**config.mk**
```make
export PLATFORM = sky130hd
export DESIGN_NAME = cvea_clip
export DESIGN_NICKNAME = d
export VERILOG_FILES = /design/src/design/cvea_pkg.sv /design/src/design/cvea_clip.sv
export SDC_FILE = /design/constraint.sdc
export NUM_CORES = 1
export LEC_CHECK = 0
export ABC_CLOCK_PERIOD_IN_PS = 800
export BUFFER_PORTS_ARGS = -buffer_cell sky130_fd_sc_hd__buf_2
export CORE_MARGIN = 8
export CORE_UTILIZATION = 50
export CTS_CLUSTER_SIZE = 20
export DETAILED_ROUTE_END_ITERATION = 10
export PLACE_DENSITY_LB_ADDON = 0.3
export SLEW_MARGIN = 20
export SYNTH_ARGS = -nofsm -noshare
export SYNTH_HDL_FRONTEND = slang
export SYNTH_SLANG_ARGS = --single-unit
```
**constraint.sdc**
```tcl
create_clock -name clk -period 0.8 [get_ports clk]
set_input_delay 0.24 -clock clk [delete_from_list [all_inputs] [get_ports clk]]
set_output_delay 0.24 -clock clk [all_outputs]
set_load 0.02 [all_outputs]
```
**src/design/cvea_pkg.sv**
```systemverilog
`default_nettype none
package cvea_pkg;

	// Fixed-point format and divider shape.
	localparam int QFRAC = 24;
	localparam int DIV_STEPS = 32;

	// Cycles from an accepted transaction to its result strobe.
	localparam int LATENCY = 6 + DIV_STEPS;

	// Command codes.
	localparam logic [2:0] CMD_ADD = 3'd0;
	localparam logic [2:0] CMD_SUB = 3'd1;
	localparam logic [2:0] CMD_MUL = 3'd2;
	localparam logic [2:0] CMD_DIV = 3'd3;
	localparam logic [2:0] CMD_MIN = 3'd4;
	localparam logic [2:0] CMD_MAX = 3'd5;

	// Register indexes, decoded from the word address.
	localparam logic REG_SCALAR_REAL = 1'b0;
	localparam logic REG_SCALAR_IMAG = 1'b1;

	typedef struct packed {
		logic [2:0]         command;
		logic               complex_mode;
		logic               use_scalar;
		logic signed [31:0] dst_real;
		logic signed [31:0] dst_imag;
		logic signed [31:0] src_real;
		logic signed [31:0] src_imag;
		logic               last_in;
	} operand_t;

	typedef struct packed {
		logic signed [31:0] res_real;
		logic signed [31:0] res_imag;
		logic               div_zero;
		logic               saturated;
		logic               last_out;
	} result_t;

	// Per-transaction control and ready-made values carried past the divider.
	typedef struct packed {
		logic        last;
		logic        is_div;
		logic        clip_re;
		logic        clip_im;
		logic        neg_re;
		logic        neg_im;
		logic        sat;
		logic        dz;
		logic        ovf_re;
		logic        ovf_im;
		logic [31:0] rr;
		logic [31:0] ri;
		logic [40:0] mag_re;
		logic [40:0] mag_im;
	} meta_t;

	// Divider operands: shared denominator and one partial remainder per lane.
	typedef struct packed {
		logic [63:0] den;
		logic [63:0] rem_re;
		logic [63:0] rem_im;
		logic [7:0]  low_re;
		logic [7:0]  low_im;
	} divop_t;

endpackage
`default_nettype wire

```
**src/design/cvea_clip.sv**
```systemverilog
`default_nettype none
module cvea_clip (
	input  wire logic            clk,
	input  wire logic            arst_n,
	input  wire logic            in_valid,
	input  wire cvea_pkg::meta_t meta,
	input  wire logic [31:0]     q_re,
	input  wire logic [31:0]     q_im,
	output logic                 out_valid,
	output cvea_pkg::result_t    result
);

	// Clip a sign and magnitude to 32 bits; bit 32 of the result is the flag.
	function automatic logic [32:0] clip_sm(input logic neg, input logic [40:0] mag);
		logic [32:0] r;
		logic [31:0] m;
		m = ~mag[31:0] + 32'd1;
		if (neg) begin
			if (mag > 41'h0_8000_0000) begin
				r = {1'b1, 32'h8000_0000};
			end else begin
				r = {1'b0, m};
			end
		end else begin
			if (mag > 41'h0_7FFF_FFFF) begin
				r = {1'b1, 32'h7FFF_FFFF};
			end else begin
				r = {1'b0, mag[31:0]};
			end
		end
		return r;
	endfunction

	// Pick the rounded product or the quotient, then clip both parts.
	logic [40:0] m_re, m_im;
	logic [32:0] c_re, c_im;
	cvea_pkg::result_t res_d;

	always_comb begin
		if (meta.is_div) begin
			m_re = meta.ovf_re ? (41'd1 << 32) : {9'd0, q_re};
			m_im = meta.ovf_im ? (41'd1 << 32) : {9'd0, q_im};
		end else begin
			m_re = meta.mag_re;
			m_im = meta.mag_im;
		end
		c_re = clip_sm(meta.neg_re, m_re);
		c_im = clip_sm(meta.neg_im, m_im);
		res_d.res_real  = meta.clip_re ? c_re[31:0] : meta.rr;
		res_d.res_imag  = meta.clip_im ? c_im[31:0] : meta.ri;
		res_d.div_zero  = meta.dz;
		res_d.saturated = meta.sat | (meta.clip_re & c_re[32]) | (meta.clip_im & c_im[32]);
		res_d.last_out  = meta.last;
	end

	logic              vld_sn;
	cvea_pkg::result_t res_sn;

	always_ff @(posedge clk or negedge arst_n) begin
		if (!arst_n) begin
			vld_sn <= 1'b0;
		end else begin
			vld_sn <= in_valid;
		end
	end

	always_ff @(posedge clk) begin
		res_sn <= res_d;
	end

	assign out_valid = vld_sn;
	assign result    = res_sn;

endmodule
`default_nettype wire

```
==> results of run 1 <==
[synthesized netlist by cell type, types with 10 or more instances]
cell type  count  area share [%]
mux2i_1       17             3.0
dfxtp_1       67              24
nand2_1       44             2.9
clkbuf_1      40             2.6
a22oi_1       46             6.1
buf_2         12             1.1
o22ai_1       24             2.6
nand4_1       20             2.2
a31oi_1       15             1.7
a21oi_1       60             5.3
o21bai_1      13             1.7
nor3_1        31             2.7
a211oi_1      13             1.7
a22o_1        15             2.3
inv_1         14            0.93
o21ai_0       34             3.0
o211ai_1      12             1.6
nor2_1       140             9.3
nor4_1        10             1.1
nor2b_1       11             1.2
nand3_1       22             1.9
[cells by family after synthesis]
kind of cell	count (synthesis)	share of synthesized area, %
fa+ha+maj	2	0.441
xor+xnor	6	0.927
buf+inv	77	6.22
compound gates	294	35.9
mux	19	3.40
flops	68	24.1
simple gates	328	29.0
[stage by stage]
step | hold WS (ps) | setup WS [ps] | instance area (um^2) | cells | TNS, ps
floorplan | -55.6 | -1750 | 6070 | 794 | -95400
global placement | 19.5 | -1850 | 9340 | 1431 | -106440
detailed placement | 16.3 | -1840 | 9340 | 1431 | -111160
CTS | 0.0671 | -1370 | 10700 | 1469 | -97540
[repair_timing]
action,in CTS
pin swaps,46
hold buffers,3
gates cloned,1
setup buffers,18
resized for setup,283
setup endpoints to repair,133
hold endpoints to repair,3
==> results_dict.tcl, run 1 <==
set metrics [dict create \
    gp_congestion 1.11 \
    syn_area_per_cell_um2 7.14 \
    die_w_um 122 \
    ys_ff_latch 68 \
    status "aborted with a tool error" \
    die_y_um 122 \
    synth_edf_count 0 \
    synth_cell_types 76 \
    synth_nets 1019 \
    rows 39 \
    htree_levels 3 \
    grt_max_degree 33 \
    hpwlAfterDp_mm 24.8 \
    crit_endpoint "result[45]$_DFF_P_/D" \
    firstError "[ERROR DPL-0038] Utilization greater than 100%, impossible to legalize" \
    async_reset_ff_share_pct 1.47 \
    port_buffers 290 \
    ys.flop_type "dfxtp_1" \
    worst-ep-kind "register input" \
    start_util_pct 50.5 \
    yosysWarningCount 0 \
    netlist_instances 794 \
    ios 291 \
    synthesis.area_um2 5670 \
    clock_sinks 68 \
    cts_buffer_depth 2 \
    yosysSeqAreaShare_pct 24.1 \
    cts_root_buf "clkbuf_16" \
    lastStage "global routing (5_1_grt)" \
    cts-buffers-inserted 9 \
]
==> inputs of run 2 (changes only) <==
Settings changed: CORE_UTILIZATION 50 to 35, CTS_CLUSTER_SIZE 20 to default, PLACE_DENSITY_LB_ADDON 0.3 to 0.15.
==> results_dict.tcl, run 2 <==
set metrics [dict create \
    die_y_um 143 \
    gp_congestion 0.980 \
    worst_pin_slew_ps 654 \
    overflow 0 \
    slew_viol_final 0 \
    p_leak_nw 5.49 \
    ir_worst_vdd_v 0.00107 \
    fmaxAchievable_ghz 0.436 \
    seqCellArea_um2 1450 \
    hp-class "in2reg" \
    status "finished, violations left" \
    port_buffers 290 \
    drtAntennaViolNets 0 \
    grt_max_degree 31 \
    die_w_um 143 \
    min_from "meta[124]" \
    die_area_um2 20500 \
    setup_ws_ps -1500 \
    rows 46 \
    track_usage_pct 30.9 \
    num-nets-final 1601 \
    vias 9262 \
    clock_sinks 68 \
    synth_nets 1019 \
    drtPass1Iterations 7 \
    maxCapViolCount 0 \
    netlist_instances 794 \
    clk_pin_slew_worst_paths_ps 60 \
    yosysTopAreaCellShare_pct 23.7 \
    hold_end "result[45]" \
    crit_required_ps 1040 \
    ios 291 \
    totalWireLength_mm 34.1 \
    drc 0 \
    cp_max_fo 8 \
    drive_gt1_share_pct 64.3 \
    cts_buffer_depth 2 \
    critPathKind "in2reg" \
    slew_headroom_pct 56.4 \
    cts-buffers-inserted 9 \
    rsz0062_at_grt "yes" \
    total_power_mw 14.7 \
    first_iter_violations 895 \
    htree_levels 3 \
    start_kind "input port" \
    yosysSeqAreaShare_pct 24.1 \
    hold_viol 0 \
    cts_tree "yes" \
    cts_root_buf "clkbuf_16" \
    antenna_found_initial 2 \
    syn_area_per_cell_um2 7.14 \
    final_cell_mix "279 x buf_4, 220 x buf_2, 131 x nor2_1, 102 x buf_6, 66 x dfxtp_2" \
    grt_pass1_wl_mm 49.4 \
    largest_reg_flops 67 \
    finalSetupViolCount 133 \
    whs_path_depth 2 \
    placed_cells 1507 \
    final_common_cell "buf_4" \
    ys_ff_latch 68 \
    synthToLayoutAreaGrowth_pct 115 \
    yosysWarningCount 0 \
    start_util_pct 35.7 \
    synth_edf_count 0 \
    synth_area_leader_cell "dfxtp_1" \
    synthesis.area_um2 5670 \
    grt_pass1_vias 9260 \
    violations "negative setup slack" \
    via_per_inst 5.79 \
    layout_min_cycle_time_ps 2300 \
    synth_common_cells "140 x nor2_1, 67 x dfxtp_1, 60 x a21oi_1" \
    synth_cell_types 76 \
    cellPowerDensity_nw_per_um2 1210 \
    ys.flop_type "dfxtp_1" \
    critPathCaptureType "register" \
    multi_input_area_um2 5150 \
    fillers 1186 \
    synthTopCellsByArea "dfxtp_1 24%, nor2_1 9.3%, a22oi_1 6.1%" \
    core_um2 15900 \
    final_cells 1599 \
    async_reset_ff_share_pct 1.47 \
    hpwlAfterDp_mm 24.9 \
    fin_crit_sh_pct 287 \
    synth_most_common_cell "nor2_1" \
    wl_per_cell_um 21.3 \
    crit_arrival_ps 2540 \
]
[run 2: cell counts after synthesis]
Identical to the previous run, type by type.
[run 2: per-layer routing]
metal  vias to the layer above  part of all wire, %  global-route usage (%)
li1                       4213                    -                       -
met1                      4333                   39                    38.7
met2                       592                   46                    50.6
met3                       124                   11                    7.01
met4                         0                  4.0                    11.5
met5                         -                    0                       0
[run 2: timing repair]
item,CTS,global route
setup buffers,46,26
gates resized for setup,363,97
hold buffers,4,0
gates cloned,5,4
hold endpoints to repair,4,0
pin swaps,68,66
endpoints found under the setup margin,133,133
[run 2: worst max path at each step]
stage | start | to | slack, ps | depth (start not counted)
global route | meta[154] | result[61] | -1670 | 13
CTS | meta[154] | result[66] | -1350 | 10
global placement | meta[154] | result[64] | -1910 | 12
floorplan | meta[154] | result[27] | -1750 | 16
detailed placement | meta[154] | result[64] | -2100 | 12
finish | meta[154] | result[61] | -1500 | 13
[run 2: logic make-up (layout without fill, tap and decap cells)]
group,count (synthesis),after routing,share of synthesized area (%)
AND/OR/NAND/NOR,328,330,29.0
AO/OA/AOI/OAI,294,294,35.9
buffers and inverters,77,662,6.22
flip-flops,68,68,24.1
multiplexers,19,19,3.40
XOR/XNOR,6,6,0.927
adder cells (fa/ha/maj),2,2,0.441
other,0,2,0
[run 2: where the power goes]
group	internal, mW	switching (mW)
clock network	2.50	1.76
logic	3.27	3.27
registers	3.77	0.162
[run 2: critical path, cell delays in order]
cell and delay (ps):
buf_12 110, buf_12 120, buf_4 150, buf_12 140, nor3_1 290, a21oi_1 160, nor4_4 260, nand3_2 160
nor3_4 250, buf_6 140, buf_8 120, o22ai_1 80, a221oi_1 300
[run 2: final cells by class]
cell class	instances	area share, %
diodes	2	0.0411
clock buffers	12	2.02
clock inverters	4	0.401
inverters	14	0.565
multi-input cells	651	42.3
flip-flops and latches	68	11.9
well taps	216	2.22
repair buffers	632	40.5
[run 2: stage by stage]
stage	setup slack, ps	area [um^2]	utilization, %	TNS (ps)	hold slack (ps)
2_1_floorplan	-1750	6070	-	-95400	-55.6
3_3_place_gp	-1910	9500	59.8	-113540	14.2
3_5_place_dp	-2100	9500	59.8	-119840	15.7
4_1_cts	-1350	11500	72.5	-95340	79.1
5_1_grt	-1670	12200	76.6	-108330	80.3
6_report	-1500	12200	76.6	-102850	86.1
No activity file was read; power rests on OpenSTA's default activity.
